[src/design/mlfq_pkg.sv]
// Shared types and constants for the feedback queue scheduler.
// No dependencies; used by every module of the block except mlfq_ram.
`timescale 1ns / 1ps
`default_nettype none
package mlfq_pkg;

  localparam int ID_W    = 8;
  localparam int TIME_W  = 24;
  localparam int SLICE_W = 16;
  localparam int TICK_W  = 10;
  localparam int OLVL_W  = 2;
  localparam int REG_W   = 32;
  localparam int PADDR_W = 4;

  localparam int MAX_TASKS_DEF  = 16;
  localparam int NUM_LEVELS_DEF = 3;

  localparam logic [SLICE_W-1:0] SLICE0_RST = SLICE_W'(500);
  localparam logic [SLICE_W-1:0] SLICE1_RST = SLICE_W'(1000);
  localparam logic [SLICE_W-1:0] SLICE2_RST = SLICE_W'(2000);
  localparam logic [TICK_W-1:0]  TICK_RST   = TICK_W'(10);

  localparam logic [TIME_W-1:0] TIME_MAX = '1;

  // register indexes (byte address / 4)
  typedef enum logic [1:0] {
    REG_SLICE0 = 2'd0,
    REG_SLICE1 = 2'd1,
    REG_SLICE2 = 2'd2,
    REG_TICK   = 2'd3
  } reg_idx_t;

  typedef enum logic {
    CMD_ADMIT = 1'b0,
    CMD_TICK  = 1'b1
  } cmd_t;

  typedef struct packed {
    logic [SLICE_W-1:0] slice0;
    logic [SLICE_W-1:0] slice1;
    logic [SLICE_W-1:0] slice2;
    logic [TICK_W-1:0]  tick_len;
  } cfg_t;

  typedef struct packed {
    cmd_t              command;
    logic [ID_W-1:0]   task_id;
    logic [TIME_W-1:0] total_time;
  } item_t;

  // queue entry as held in memory
  typedef struct packed {
    logic [TIME_W-1:0] elapsed;
    logic [TIME_W-1:0] total;
    logic [ID_W-1:0]   id;
  } entry_t;

  typedef struct packed {
    logic              admit_rejected;
    logic [ID_W-1:0]   done_task;
    logic              done_valid;
    logic [OLVL_W-1:0] run_level;
    logic [ID_W-1:0]   running_task;
    logic              running_valid;
  } result_t;

  localparam int RES_W  = $bits(result_t);
  localparam int OUT_W  = ((RES_W + 7) / 8) * 8;
  localparam int IN_W   = ID_W + TIME_W;

endpackage
`default_nettype wire

[src/design/mlfq_ram.sv]
// Generic single-write, single-read RAM with registered read data.
// No dependencies.
`timescale 1ns / 1ps
`default_nettype none
module mlfq_ram #(
  parameter int WIDTH  = 8,
  parameter int DEPTH  = 16,
  parameter int ADDR_W = $clog2(DEPTH)
) (
  input  wire logic              clk,
  input  wire logic              we,
  input  wire logic [ADDR_W-1:0] waddr,
  input  wire logic [WIDTH-1:0]  wdata,
  input  wire logic [ADDR_W-1:0] raddr,
  output logic      [WIDTH-1:0]  rdata
);

  logic [WIDTH-1:0] mem [DEPTH];

  always_ff @(posedge clk) begin
    if (we) begin
      mem[waddr] <= wdata;
    end
    rdata <= mem[raddr];
  end

endmodule
`default_nettype wire

[src/design/mlfq_cfg.sv]
// APB register file: time slices per level and tick length.
// Depends on mlfq_pkg.
`timescale 1ns / 1ps
`default_nettype none
module mlfq_cfg (
  input  wire logic                          clk,
  input  wire logic                          rst,
  input  wire logic                          psel,
  input  wire logic                          penable,
  input  wire logic                          pwrite,
  input  wire logic [mlfq_pkg::PADDR_W-1:0]  paddr,
  input  wire logic [mlfq_pkg::REG_W-1:0]    pwdata,
  output logic      [mlfq_pkg::REG_W-1:0]    prdata,
  output logic                               pready,
  output mlfq_pkg::cfg_t                     cfg
);
  import mlfq_pkg::*;

  reg_idx_t idx;
  logic     wr;

  assign pready = 1'b1;
  assign idx    = reg_idx_t'(paddr[PADDR_W-1:2]);
  assign wr     = psel && penable && pwrite && pready;

  always_ff @(posedge clk) begin
    if (rst) begin
      cfg.slice0   <= SLICE0_RST;
      cfg.slice1   <= SLICE1_RST;
      cfg.slice2   <= SLICE2_RST;
      cfg.tick_len <= TICK_RST;
    end else if (wr) begin
      unique case (idx)
        REG_SLICE0: cfg.slice0   <= pwdata[SLICE_W-1:0];
        REG_SLICE1: cfg.slice1   <= pwdata[SLICE_W-1:0];
        REG_SLICE2: cfg.slice2   <= pwdata[SLICE_W-1:0];
        REG_TICK:   cfg.tick_len <= pwdata[TICK_W-1:0];
        default: ;
      endcase
    end
  end

  always_comb begin
    unique case (idx)
      REG_SLICE0: prdata = REG_W'(cfg.slice0);
      REG_SLICE1: prdata = REG_W'(cfg.slice1);
      REG_SLICE2: prdata = REG_W'(cfg.slice2);
      REG_TICK:   prdata = REG_W'(cfg.tick_len);
      default:    prdata = '0;
    endcase
  end

endmodule
`default_nettype wire

[src/design/mlfq_core.sv]
// Scheduler sequencer: queue pointers, running-task registers and the
// read-modify-write of the queue entry memory. Depends on mlfq_pkg, mlfq_ram.
`timescale 1ns / 1ps
`default_nettype none
module mlfq_core #(
  parameter int MAX_TASKS  = mlfq_pkg::MAX_TASKS_DEF,
  parameter int NUM_LEVELS = mlfq_pkg::NUM_LEVELS_DEF
) (
  input  wire logic              clk,
  input  wire logic              rst,
  input  wire mlfq_pkg::cfg_t    cfg,
  input  wire logic              in_valid,
  input  wire mlfq_pkg::item_t   in_item,
  output logic                   in_ready,
  output logic                   res_valid,
  output mlfq_pkg::result_t      res,
  input  wire logic              res_ready
);
  import mlfq_pkg::*;

  localparam int PTR_W  = (MAX_TASKS > 1) ? $clog2(MAX_TASKS) : 1;
  localparam int CNT_W  = $clog2(MAX_TASKS + 1);
  localparam int LVL_W  = $clog2(NUM_LEVELS);
  localparam int DEPTH  = NUM_LEVELS * MAX_TASKS;
  localparam int ADDR_W = $clog2(DEPTH);
  localparam logic [ADDR_W-1:0] ROW      = ADDR_W'(MAX_TASKS);
  localparam logic [PTR_W-1:0]  PTR_LAST = PTR_W'(MAX_TASKS - 1);
  localparam logic [CNT_W-1:0]  CNT_FULL = CNT_W'(MAX_TASKS);
  localparam logic [LVL_W-1:0]  LVL_LAST = LVL_W'(NUM_LEVELS - 1);

  typedef enum logic [5:0] {
    S_IDLE = 6'b000001,
    S_ADV  = 6'b000010,
    S_EVAL = 6'b000100,
    S_PICK = 6'b001000,
    S_LOAD = 6'b010000,
    S_FIN  = 6'b100000
  } state_t;

  state_t state, state_next;

  item_t             item;
  logic [PTR_W-1:0]  heads  [NUM_LEVELS];
  logic [PTR_W-1:0]  tails  [NUM_LEVELS];
  logic [CNT_W-1:0]  counts [NUM_LEVELS];
  logic [CNT_W-1:0]  task_count;
  logic              cpu_busy;
  logic [ID_W-1:0]   cpu_task_id;
  logic [TIME_W-1:0] cpu_total;
  logic [TIME_W-1:0] cpu_elapsed;
  logic [TIME_W-1:0] cpu_slice_start;
  logic [LVL_W-1:0]  cpu_level;
  logic              done_flag;
  logic [ID_W-1:0]   done_id;
  logic              rejected;
  logic [LVL_W-1:0]  pick_lvl;

  // memory ports
  logic              we;
  logic [ADDR_W-1:0] waddr, raddr;
  entry_t            wentry, rentry;
  logic [$bits(entry_t)-1:0] rdata;

  function automatic logic [ADDR_W-1:0] row_addr(input logic [LVL_W-1:0] lvl,
                                                 input logic [PTR_W-1:0] ptr);
    return ADDR_W'(lvl) * ROW + ADDR_W'(ptr);
  endfunction

  function automatic logic [PTR_W-1:0] ptr_inc(input logic [PTR_W-1:0] p);
    return (p == PTR_LAST) ? '0 : p + 1'b1;
  endfunction

  mlfq_ram #(
    .WIDTH ($bits(entry_t)),
    .DEPTH (DEPTH)
  ) u_ram (
    .clk   (clk),
    .we    (we),
    .waddr (waddr),
    .wdata (wentry),
    .raddr (raddr),
    .rdata (rdata)
  );
  assign rentry = entry_t'(rdata);

  // elapsed advance, saturating
  logic [TIME_W:0]   el_sum;
  logic [TIME_W-1:0] el_sat;
  assign el_sum = {1'b0, cpu_elapsed} + (TIME_W+1)'(cfg.tick_len);
  assign el_sat = el_sum[TIME_W] ? TIME_MAX : el_sum[TIME_W-1:0];

  // completion / slice expiry
  logic              is_done, is_demote;
  logic [TIME_W-1:0] run_time;
  logic [SLICE_W-1:0] slice;
  logic [LVL_W-1:0]  dem_lvl;
  always_comb begin
    priority if (cpu_level == '0) slice = cfg.slice0;
    else if (cpu_level == LVL_W'(1))  slice = cfg.slice1;
    else                              slice = cfg.slice2;
    run_time  = cpu_elapsed - cpu_slice_start;
    is_done   = cpu_busy && (cpu_elapsed >= cpu_total);
    is_demote = cpu_busy && !is_done && (run_time >= TIME_W'(slice));
    dem_lvl   = (cpu_level == LVL_LAST) ? cpu_level : cpu_level + 1'b1;
  end

  // highest-priority (lowest-numbered) non-empty level
  logic             any_q;
  logic [LVL_W-1:0] sel_lvl;
  always_comb begin
    any_q   = 1'b0;
    sel_lvl = '0;
    for (int i = NUM_LEVELS - 1; i >= 0; i--) begin
      if (counts[i] != '0) begin
        any_q   = 1'b1;
        sel_lvl = LVL_W'(i);
      end
    end
  end

  logic admit_ok;
  assign admit_ok = task_count < CNT_FULL;

  always_comb begin
    we     = 1'b0;
    waddr  = row_addr('0, tails[0]);
    wentry = '{elapsed: '0, total: item.total_time, id: item.task_id};
    if (state == S_ADV && item.command == CMD_ADMIT) begin
      we = admit_ok && (counts[0] < CNT_FULL);
    end else if (state == S_EVAL) begin
      we     = is_demote && (counts[dem_lvl] < CNT_FULL);
      waddr  = row_addr(dem_lvl, tails[dem_lvl]);
      wentry = '{elapsed: cpu_elapsed, total: cpu_total, id: cpu_task_id};
    end
  end

  assign raddr = row_addr(sel_lvl, heads[sel_lvl]);

  always_comb begin
    state_next = state;
    unique case (state)
      S_IDLE: if (in_valid) state_next = S_ADV;
      S_ADV:  state_next = (item.command == CMD_TICK) ? S_EVAL : S_FIN;
      S_EVAL: state_next = S_PICK;
      S_PICK: state_next = (!cpu_busy && any_q) ? S_LOAD : S_FIN;
      S_LOAD: state_next = S_FIN;
      S_FIN:  if (res_ready) state_next = S_IDLE;
      default: state_next = S_IDLE;
    endcase
  end

  assign in_ready  = (state == S_IDLE);
  assign res_valid = (state == S_FIN);

  always_comb begin
    res.running_valid  = cpu_busy;
    res.running_task   = cpu_busy ? cpu_task_id : '0;
    res.run_level      = cpu_busy ? OLVL_W'(cpu_level) : '0;
    res.done_valid     = done_flag;
    res.done_task      = done_id;
    res.admit_rejected = rejected;
  end

  // payload registers
  always_ff @(posedge clk) begin
    if (state == S_IDLE && in_valid) begin
      item <= in_item;
    end
    if (state == S_ADV && item.command == CMD_TICK && cpu_busy) begin
      cpu_elapsed <= el_sat;
    end
    if (state == S_EVAL && is_demote) begin
      cpu_level <= dem_lvl;
    end
    if (state == S_PICK) begin
      pick_lvl <= sel_lvl;
    end
    if (state == S_LOAD) begin
      cpu_task_id     <= rentry.id;
      cpu_total       <= rentry.total;
      cpu_elapsed     <= rentry.elapsed;
      cpu_slice_start <= rentry.elapsed;
      cpu_level       <= pick_lvl;
    end
    if (state == S_IDLE) begin
      done_id <= '0;
    end else if (state == S_EVAL && is_done) begin
      done_id <= cpu_task_id;
    end
  end

  always_ff @(posedge clk) begin
    if (rst) begin
      state      <= S_IDLE;
      task_count <= '0;
      cpu_busy   <= 1'b0;
      done_flag  <= 1'b0;
      rejected   <= 1'b0;
      for (int i = 0; i < NUM_LEVELS; i++) begin
        heads[i]  <= '0;
        tails[i]  <= '0;
        counts[i] <= '0;
      end
    end else begin
      state <= state_next;
      if (state == S_IDLE && in_valid) begin
        done_flag <= 1'b0;
        rejected  <= 1'b0;
      end
      if (we) begin
        if (state == S_EVAL) begin
          tails[dem_lvl]  <= ptr_inc(tails[dem_lvl]);
          counts[dem_lvl] <= counts[dem_lvl] + 1'b1;
        end else begin
          tails[0]  <= ptr_inc(tails[0]);
          counts[0] <= counts[0] + 1'b1;
        end
      end
      if (state == S_ADV && item.command == CMD_ADMIT) begin
        if (admit_ok) begin
          task_count <= task_count + 1'b1;
        end else begin
          rejected <= 1'b1;
        end
      end
      if (state == S_EVAL) begin
        if (is_done) begin
          done_flag <= 1'b1;
          cpu_busy  <= 1'b0;
          if (task_count != '0) task_count <= task_count - 1'b1;
        end else if (is_demote) begin
          cpu_busy <= 1'b0;
        end
      end
      // pop happens as the read is issued; write-back of the demoted
      // entry landed in the preceding S_EVAL state
      if (state == S_PICK && !cpu_busy && any_q) begin
        heads[sel_lvl]  <= ptr_inc(heads[sel_lvl]);
        counts[sel_lvl] <= counts[sel_lvl] - 1'b1;
      end
      if (state == S_LOAD) begin
        cpu_busy <= 1'b1;
      end
    end
  end

endmodule
`default_nettype wire

[src/design/mlfq_task_scheduler_unit.sv]
// Top level of the multilevel feedback queue scheduler: stream ports, result
// register, APB registers. Depends on mlfq_pkg, mlfq_cfg, mlfq_core.
// Sequencing: an admit passes ADV and FIN; a tick passes ADV, EVAL, PICK, then LOAD
// when it dispatches (registered read of the queue memory), then FIN.
// The sequencer takes a new item only once the last result has left FIN.
// Reset: synchronous; queues empty, CPU idle, registers at default values.
`timescale 1ns / 1ps
`default_nettype none
module mlfq_task_scheduler_unit #(
  parameter int MAX_TASKS  = mlfq_pkg::MAX_TASKS_DEF,
  parameter int NUM_LEVELS = mlfq_pkg::NUM_LEVELS_DEF
) (
  input  wire logic                         clk,
  input  wire logic                         rst,
  // APB configuration
  input  wire logic                         psel,
  input  wire logic                         penable,
  input  wire logic                         pwrite,
  input  wire logic [mlfq_pkg::PADDR_W-1:0] paddr,
  input  wire logic [mlfq_pkg::REG_W-1:0]   pwdata,
  output logic      [mlfq_pkg::REG_W-1:0]   prdata,
  output logic                              pready,
  // input stream
  input  wire logic                         s_tvalid,
  output logic                              s_tready,
  input  wire logic [mlfq_pkg::IN_W-1:0]    s_tdata,  // task_id[7:0], total_time[31:8]
  input  wire logic                         s_tuser,  // command
  // output stream
  output logic                              m_tvalid,
  input  wire logic                         m_tready,
  // running_valid[0], running_task[8:1], run_level[10:9], done_valid[11],
  // done_task[19:12], admit_rejected[20], zero fill above
  output logic      [mlfq_pkg::OUT_W-1:0]   m_tdata
);
  import mlfq_pkg::*;

  cfg_t    cfg;
  item_t   item;
  result_t res;
  logic    res_valid, res_ready;

  mlfq_cfg u_cfg (
    .clk     (clk),
    .rst     (rst),
    .psel    (psel),
    .penable (penable),
    .pwrite  (pwrite),
    .paddr   (paddr),
    .pwdata  (pwdata),
    .prdata  (prdata),
    .pready  (pready),
    .cfg     (cfg)
  );

  assign item.command    = cmd_t'(s_tuser);
  assign item.task_id    = s_tdata[ID_W-1:0];
  assign item.total_time = s_tdata[ID_W +: TIME_W];

  mlfq_core #(
    .MAX_TASKS  (MAX_TASKS),
    .NUM_LEVELS (NUM_LEVELS)
  ) u_core (
    .clk       (clk),
    .rst       (rst),
    .cfg       (cfg),
    .in_valid  (s_tvalid),
    .in_item   (item),
    .in_ready  (s_tready),
    .res_valid (res_valid),
    .res       (res),
    .res_ready (res_ready)
  );

  // output register; core may take the next item while this one waits
  assign res_ready = !m_tvalid || m_tready;

  always_ff @(posedge clk) begin
    if (rst) begin
      m_tvalid <= 1'b0;
    end else if (res_ready) begin
      m_tvalid <= res_valid;
    end
  end

  always_ff @(posedge clk) begin
    if (res_ready && res_valid) begin
      m_tdata <= OUT_W'(res);
    end
  end

endmodule
`default_nettype wire

[config.mk]
export PLATFORM = sky130hd
export DESIGN_NAME = mlfq_task_scheduler_unit
export DESIGN_NICKNAME = d
export VERILOG_FILES = /design/src/design/mlfq_pkg.sv /design/src/design/mlfq_ram.sv /design/src/design/mlfq_cfg.sv /design/src/design/mlfq_core.sv /design/src/design/mlfq_task_scheduler_unit.sv
export SDC_FILE = /design/constraint.sdc
export NUM_CORES = 2
export LEC_CHECK = 0
export BUFFER_PORTS_ARGS = -buffer_cell sky130_fd_sc_hd__buf_4
export CORE_ASPECT_RATIO = 1.75
export CORE_UTILIZATION = 55
export CTS_CLUSTER_SIZE = 12
export DETAILED_ROUTE_END_ITERATION = 12
export GPL_TIMING_DRIVEN = 0
export PLACE_DENSITY_LB_ADDON = 0.2
export SLEW_MARGIN = 20
export SYNTH_ARGS = -nofsm -noshare
export SYNTH_HDL_FRONTEND = slang
export SYNTH_SLANG_ARGS = --single-unit
[constraint.sdc]
create_clock -name clk -period 13.9 [get_ports clk]
set_clock_uncertainty 0.15 [all_clocks]
set_input_delay 0.695 -clock clk [delete_from_list [all_inputs] [get_ports clk]]
set_output_delay 0.695 -clock clk [all_outputs]
set_load 0.02 [all_outputs]
==> flow_summary.yaml <==
min_path:
  hp-class: "in2reg"
  min_delay_path_depth: 3
synth:
  yosysTopAreaCell: "edfxtp_1"
  ys_seq_area_share_pct: 75.13
  synth.area.top_cells: "edfxtp_1 (73%), nand2_1 (5.4%), mux4_2 (4.5%), a21oi_1 (2.6%), dfxtp_1 (2.3%)"
  synth_cell_types: 85
  synth_edf_count: 2874
  netlist_area_um2: 118500
  ys.flop_type: "edfxtp_1"
  synth_top_area_share_pct: 72.81
  async_flop_share_pct: 0
  yosysWarningCount: 0
  postSynthAreaPerCell_um2: 15.08
  syn_inst: 7860
  ys_ff_latch: 3011
routing:
  avgRoutedWirePerCell_um: 36.43
  vias_per_cell: 6.574
  first_pass_iters: 8
  postRouteAntennaNets: 0
  routed_wl_mm: 430.7
  drc_errors: 0
  vias: 77710
  drtIter0Drc: 10940
sta:
  period_needed_ps: 8840
  worstMarginPinSlew_ps: 1284
  hold_slack_ps: 33.18
  finalSetupViolations: 0
  rsz0062_at_grt: "no"
  fin_crit_sh_pct: 63.60
  relSlewSlack_pct: 14.42
  hold_violations: 0
  max_freq_mhz: 113.1
  fin_tns_setup_ps: 0
  timing.final.ws_setup_ps: 5060
  finalMaxSlewViolations: 0
setup_path:
  ff2ff_path_depth: 25
  cp.required_ps: 14310
  end_kind: "flip-flop"
  crit_arrival_ps: 9250
  startpoint_type: "flip-flop"
  crit_fanout: 10
  path_class: "reg2reg"
placement:
  dp.cells: 11300
  pre_cts_ws_ps: 5214
  port_buffers: 96
  placed_area_um2: 129000
  hpwl_mm: 316.7
  gp_congestion: 1.006
floorplanning:
  fp.dieH_um: 616.1
  initial_core_util_pct: 55.25
  dieArea_um2: 217400
  core-area_um2: 214500
  num_io_pins: 135
  rows: 225
  fp.dieW_um: 352.9
cells_and_area:
  fin_cells: 11820
  final_layout_size_suffix_gt1_share_pct: 16.96
  final_net_count: 8970
  area_delta_synth_final_pct: 16.34
  mostFrequentLayoutCell: "edfxtp_1"
  mostFrequentLayoutCells: "edfxtp_1 (2874), nand2_1 (1688), a21oi_1 (622), buf_2 (373), clkbuf_1 (323)"
  postLayoutCellArea_um2: 137900
pwr:
  pwr_density_cell_nw_per_um2: 133.0
  p_leak_nw: 47.54
  ir_drop_mv: 0.1083
cts:
  clkSinkCount: 3011
  clock_latency_ps: 900
  cts_buffers: 296
  cts_tree: "done"
  cts-root-buf: "clkbuf_16"
  htreeDepth: 5
  clockBufferDepth: 4
  clk_pin_slew_ps: 60
  cts_resized: 0
grt:
  antenna_found_initial: 33
  grt_pass1_wl_mm: 585.2
  grt_max_degree: 49
  grt_usage_pct: 39.41
  grt_pass1_vias: 77230
  grt_overflow_total: 0
status:
  status: "finished clean"
run:
  drv_cap: 0
-- power breakdown --
group / total [mW] / internal [mW] / switching (mW)
combinational: 1.06 / 0.286 / 0.770
sequential: 9.97 / 9.93 / 0.0431
clock: 7.31 / 4.01 / 3.30
total: 18.3 / 14.2 / 4.11
-- worst paths after layout --
| path | start | to | slack, ps |
|---|---|---|---|
| hold / removal | m_tready | m_tvalid | 30 |
| hold reg to reg | u_core.u_ram.rdata[12] | u_core.cpu_total[4] | 240 |
| setup / recovery | u_core.cpu_level[1] | u_core.u_ram.mem[15][43] | 5060 |
| setup reg to reg | u_core.cpu_level[1] | u_core.u_ram.mem[15][43] | 5060 |
-- synthesized netlist by cell type (8+ instances only) --
master and n:
buf_2 131, and4_1 13, and3_1 66, a211oi_1 13, buf_4 38, nand2_1 1698, nand2b_1 14, clkbuf_1 232
or4_1 17, o21bai_1 11, a31oi_1 149, ha_1 83, o311ai_0 17, inv_1 89, o22ai_1 17, nand3_1 237
nand3b_1 22, buf_1 67, nor3_1 30, o21ai_0 53, o211ai_1 10, mux2i_1 174, nor2b_1 8, a32oi_1 95
nor2_1 157, or3_1 17, a21o_1 25, a21oi_1 623, nor4_1 106, dfxtp_1 137, mux4_2 235, a22oi_1 105
o31ai_1 27, xnor2_1 24, o21a_1 12, edfxtp_1 2874, xor2_1 25, and2_1 46, nand4_1 47, a311oi_1 28
-- per-stage QoR --
step,total power [mW],utilization [%]
final,18.33,64.28
after CTS,18.28,64.22
after global routing,18.64,64.26
after floorplan,10.62,-
after detailed placement,11.15,60.15
after global placement,11.10,57.28
-- final cells by class --
type,instances,area (µm²)
clock inverters,16,142.6
diodes,24,60.06
inverters,94,359.1
repair buffers,633,6574
fillers,15190,76620
plain buffers,470,2150
clock buffers,433,8100
flip-flops and latches,3011,89050
well taps,2837,3550
multi-input cells,4303,27910
-- critical path, cell delays in order, from the launching register on --
cell and delay [ps]:
edfxtp_1 370, inv_1 110, ha_1 250, clkbuf_1 590, clkbuf_1 790, mux2i_1 270, nor2_1 60, a21oi_1 670
ha_1 280, nand3_1 90, nor3_1 190, a31oi_1 110, o211ai_1 150, nor4_1 110, a31oi_1 630, a21oi_1 460
clkbuf_1 430, nor4_2 790, buf_2 340, buf_2 250, buf_2 240, buf_2 220, buf_2 230, buf_2 230
buf_2 240, buf_4 190
-- registers in the layout, summed over array words and instances (netlist names) --
name                    flops
u_core.rejected             1
m_tvalid                    1
u_core.cpu_slice_start     24
u_core.cpu_busy             1
u_core.cpu_total           24
u_core.state                6
m_tdata                    21
u_core.item                33
u_core.u_ram.mem         2688
u_core.cpu_task_id          8
u_core.u_ram.rdata         56
u_core.done_flag            1
u_core.task_count           5
u_core.heads               12
u_core.cpu_elapsed         24
u_core.done_id              8
u_core.tails               16
u_core.cpu_level            2
u_core.counts              20
u_core.pick_lvl             2
u_cfg.cfg                  58
-- cell families (layout without fill, tap and decap cells) --
family / Yosys count / after routing / synth area share [%]
buf+inv: 564 / 1646 / 2.061
xor+xnor: 49 / 49 / 0.3621
simple gates: 2500 / 2500 / 9.100
other cells: 2 / 44 / 0.006336
mux: 411 / 411 / 5.954
flops: 3011 / 3011 / 75.13
fa+ha+maj: 85 / 85 / 0.9099
compound gates: 1238 / 1238 / 6.481
-- timing repair --
action | in CTS | in global routing
buffers inserted | 0 | 0
endpoints found under the hold margin | 89 | 0
hold buffers | 49 | 0
-- per-layer routing --
metal	wire, µm	GRT usage, %
met1	122600	38.76
met2	209300	65.51
met3	44350	10.30
met4	54310	40.58
met5	148	0
No activity file was read; power rests on OpenSTA's default activity.
